$ cat config.mk
export PLATFORM = sky130hd
export DESIGN_NAME = wfa_ram
export DESIGN_NICKNAME = d
export VERILOG_FILES = /design/src/rtl/wfa_ram.sv
export SDC_FILE = /design/constraint.sdc
export NUM_CORES = 2
export LEC_CHECK = 0
export BUFFER_PORTS_ARGS = -buffer_cell sky130_fd_sc_hd__buf_2
export CORE_ASPECT_RATIO = 1.4
export CORE_MARGIN = 8
export CORE_UTILIZATION = 32
export DETAILED_ROUTE_END_ITERATION = 16
export HOLD_SLACK_MARGIN = 0.15
export PLACE_DENSITY_LB_ADDON = 0.05
export SLEW_MARGIN = 15
export SYNTH_ARGS = -nofsm -noshare
export SYNTH_HDL_FRONTEND = slang
export SYNTH_SLANG_ARGS = --single-unit
$ cat constraint.sdc
create_clock -name clk_i -period 4.2 [get_ports clk_i]
set_clock_uncertainty 0.1 [all_clocks]
set_input_delay 0.84 -clock clk_i [delete_from_list [all_inputs] [get_ports clk_i]]
set_output_delay 0.84 -clock clk_i [all_outputs]
set_load 0.005 [all_outputs]
$ cat src/rtl/wfa_ram.sv
module wfa_ram #(
  parameter int WIDTH = 16,
  parameter int DEPTH = 256,
  localparam int AW   = (DEPTH > 1) ? $clog2(DEPTH) : 1
) (
  input  logic             clk_i,
  input  logic             we_i,
  input  logic [AW-1:0]    waddr_i,
  input  logic [WIDTH-1:0] wdata_i,
  input  logic             re_i,
  input  logic [AW-1:0]    raddr_i,
  output logic [WIDTH-1:0] rdata_o
);

  logic [WIDTH-1:0] mem_q [DEPTH];
  logic [WIDTH-1:0] rdata_q;

  always_ff @(posedge clk_i) begin
    if (we_i) begin
      mem_q[waddr_i] <= wdata_i;
    end
    if (re_i) begin
      rdata_q <= mem_q[raddr_i];
    end
  end

  assign rdata_o = rdata_q;

endmodule

Word level (Yosys, flattened, before mapping)
Memories as Yosys holds them, arrays and structs flattened. A register that Yosys moved wholly into a read port is not among the register bits.
Cells that the tools add are included.
{"block": "totals", "regBits": 0, "ram_bits": 4096, "in_bits": 35, "output_inout_bits": 16, "word_cells": 3, "n_memories": 1}
{"name": "mem_q", "depth": 256, "width": 16, "read_ports": 1, "rd_ports_with_merged_regs": 1, "write_ports": 1, "line_no": "15", "text": "logic [WIDTH-1:0] mem_q [DEPTH];"}
{"block": "classes", "muxes": 2}
{"operator": "1-bit two-way mux", "count": 2}

Logic depth before layout (Yosys ltp)
{"block": "depth", "ltp_word": 2, "mapped_depth": 12, "mapped_depth_nobuf": 6}

Worst setup path after synthesis
OpenSTA, ideal clock, no wires.
{"block": "synth_timing", "path_type": "input -> register", "from": "in raddr_i[0]", "to": "reg rdata_q[4], in the netlist rdata_o[4], read port of mem_q (data pin)", "setup_time_ns": 0.265, "t_arrival_ns": 2.824, "t_required_ns": 3.835, "path_slack_ns": 1.011, "stages": 8, "path_buffers": 3, "path_cell_list": "buf_6 > buf_6 > buf_2 > mux4_2 > mux4_2 > a22o_1 > o32ai_2 > nor4_2"}
{"item": "start: declaration", "line_no": "11", "text": "input logic [AW-1:0] raddr_i,"}
{"item": "end: declaration", "line_no": "16", "text": "logic [WIDTH-1:0] rdata_q;"}

==> results by group <==
Drt
  – Antenna Nets Post-Route: 0
  – DRT Pass-1 Iters: 5
  – DR iter-0 viols: 6670
  – Total Wirelength: 524 mm
  – Vias per cell: 5.17
  – DR vias: 79100
  – DR WL/cell: 34.2 um
  – DRC: 0

Global routing
  – Global-route wire length before repair: 717 mm
  – Vias in the first global route: 83100
  – GRT Total Usage: 19.7%
  – Antenna violations before repair: between 40 and 50
  – GRT Residual Overflow: 0
  – Largest net degree at the start of global routing: between 100 and 150

Yosys
  – Post-synth EDFFs: 4112
  – Sequential area share after synthesis: between 70% and 80%
  – Post-Syn Nets: 7395
  – Register bit total from synthesis: approximately 4100
  – Synth Cell Area: around 160000 um2
  – Syn. warnings: 0
  – Synth area leaders: edfxtp_1 78%, mux4_2 11%, mux2i_1 3.6%
  – Distinct cell type count after synthesis: 51
  – Syn Inst Count: 7360
  – Primary FF master, synth: edfxtp_1
  – Post-synthesis average cell area: 21.6 um2
  – Area share of the largest cell type after synthesis: 77.7%
  – Cell taking the most area after synthesis: edfxtp_1
  – Post-synth ARST share: 0%

Pwr
  – Pwr dens: roughly 470 nW/um2
  – Leak: 59.7 nW
  – Max VDD drop: 0.341 mV

Die
  – Top-level port count: between 50 and 60
  – Initial Util: 32.1%
  – Site row count: 306
  – Core Region: 495000 um2
  – Die Wd: between 600 and 700 um
  – Die H: 850 um
  – Overall die area: 520000 um2

Hold path
  – Min-delay worst type: in2reg
  – Min-delay src: wdata_i[4]

Setup path
  – Slowest cell on crit path: o32ai_1
  – CP Cell Sequence: buf_12, buf_12, buf_12, mux4_2, mux2_2, a22oi_1, nand2_1, o32ai_1, buf_4, nor4_1
  – Crit path kind: in2reg
  – CP max FO: 18
  – Setup crit end kind: flip-flop
  – Most frequent CP cell: buf_12
  – CP delay by family, top: compound AO/OA/AOI/OAI gates
  – Critical path data required time: 4.83 ns
  – Worst setup SP type: input pin
  – Bufs and invs on worst path: 4
  – Crit path launch: raddr_i[0]
  – WP data arrival: 4.51 ns
  – Reg2reg start: mem_q[6][9]
  – CP peak stage delay: between 1 and 1.5 ns

Finish
  – FILL cells: 44700
  – Layout cells sized above 1: 30.3%
  – Final Non-Filler Cells: 15300
  – Area Overhead vs Synth: 18.3%
  – Register area: 123000 um2
  – Fin nets: 8342
  – Multi-input gate area: about 33000 um2

Clock network
  – Max clock buf depth: 4
  – Worst skew pair latency: 1.00 ns
  – CTS tree: built
  – Post-CTS setup buffers: 0
  – CTS Sinks: 4112
  – H-tree levels: 5
  – Hold buffer count at cts: 7
  – Post_cts resized: 0
  – Clock root buffer: clkbuf_16
  – CTS buffer count: 428
  – CTS clock-pin slew for the worst setup and hold paths: 0.06 ns

Flow run
  – Max cap viols: 0

STA
  – Final number of hold-violating endpoints: 0
  – TNS Setup: 0 ns
  – Slew @ Worst Pin: ~1.1 ns
  – Slew Viols, Final: 0
  – Relative slew slack: 23.5%
  – RSZ-0062 raised after global routing: no
  – F_max: 0.258 GHz
  – Post-route minimum period: 3.87 ns
  – Post-route clock period utilization: between 90% and 100%
  – Final Setup Violations: 0

Outcome
  – Outcome: complete, no violations

Placed design
  – Post-DP HPWL: 338 mm
  – Placed cells: 14500
  – Placer Congestion: 0.809
  – Port Buf Inserts: 50
path summary, 6_finish.rpt:
check                       end  slack (ns)  cells after the start
setup / recovery     rdata_o[9]        0.33                     10
hold / removal    mem_q[185][4]        0.26                      1
setup reg to reg     rdata_o[9]        0.59                      7
hold reg to reg      rdata_o[1]        1.03                      6
area by class of cell:
type	instances	area share (%)
antenna	16	0.0213
clock buffer	527	6.00
clock inverter	247	1.26
inverter	4	0.0147
multi-input combinational	2792	17.7
sequential	4112	65.7
tap	6622	4.41
timing repair buffer	969	4.86
routing by layer:
metal  part of all wire [%]  vias to the layer above  global-route usage [%]
met3                    4.1                      568                    2.41
met1                     40                    43500                    24.8
li1                       -                    33200                       -
met2                     52                     1724                    35.3
met4                    3.5                       16                    5.98
met5                  0.016                        -                       0
flip-flops by register name, indices dropped and copies added, names as in the netlist:
register	cells
mem_q	4096
rdata_o	16
Yosys cell counts, types with 3 or more instances:
library cell	number
mux2i_1	565
buf_12	5
buf_1	27
nand4_1	26
o31ai_1	16
nor4_1	17
o22ai_1	148
buf_8	11
edfxtp_1	4112
a2111oi_0	6
nand2_1	38
o21ai_0	37
nor3_1	92
nand2b_1	3
buf_6	77
buf_2	76
a31oi_1	6
a221oi_1	28
or2_2	4
o221ai_1	252
a211oi_1	18
inv_1	3
clkbuf_1	230
a22oi_1	43
o32ai_1	20
nand3_1	35
mux4_2	797
nor2_1	304
nand4b_1	3
a22o_1	32
buf_4	26
nor2b_1	9
mux2_2	88
and3_1	11
a21oi_1	175
through the flow:
step	area, um2	hold slack (ns)	util [%]	power [mW]	worst slack [ns]
floorplan	159000	0.839	-	48.4	1.01
global placement	174000	1.03	35.2	51.2	-0.780
detailed placement	174000	1.02	35.2	51.3	-0.500
CTS	188000	0.167	37.9	89.3	0.622
global route	188000	0.221	37.9	90.7	0.497
finish	188000	0.264	38.0	88.0	0.326
layout by cell type (no fill, tap or decap), drive strengths merged, types with 5 or more instances in the layout:
master,instances
edfxtp,4112
buf,962
mux4,797
mux2i,565
clkbuf,527
nor2,304
o221ai,253
clkinv,189
a21oi,175
o22ai,148
nor3,92
mux2,88
bufinv,44
a22oi,43
nand2,38
o21ai,38
nand3,35
a22o,32
a221oi,28
nand4,26
o32ai,21
a211oi,18
nor4,18
diode,16
o31ai,16
and3,11
nor2b,9
clkinvlp,9
inv,9
dlygate4sd3,7
a31oi,6
a2111oi,6
or2,5
kinds of logic after synthesis:
logic type	count (synthesis)	synth area share, %
flip-flops	4112	77.7
multiplexers	1450	15.5
AO/OA/AOI/OAI	786	3.53
AND/OR/NAND/NOR	556	1.57
buffers and inverters	456	1.69
power by group:
group	switching, mW	internal, mW
Sequential	0.0518	45.3
Clock	16.1	21.6
Combinational	3.18	1.77
Total	19.3	68.7
No activity file was read; power rests on OpenSTA's default activity.
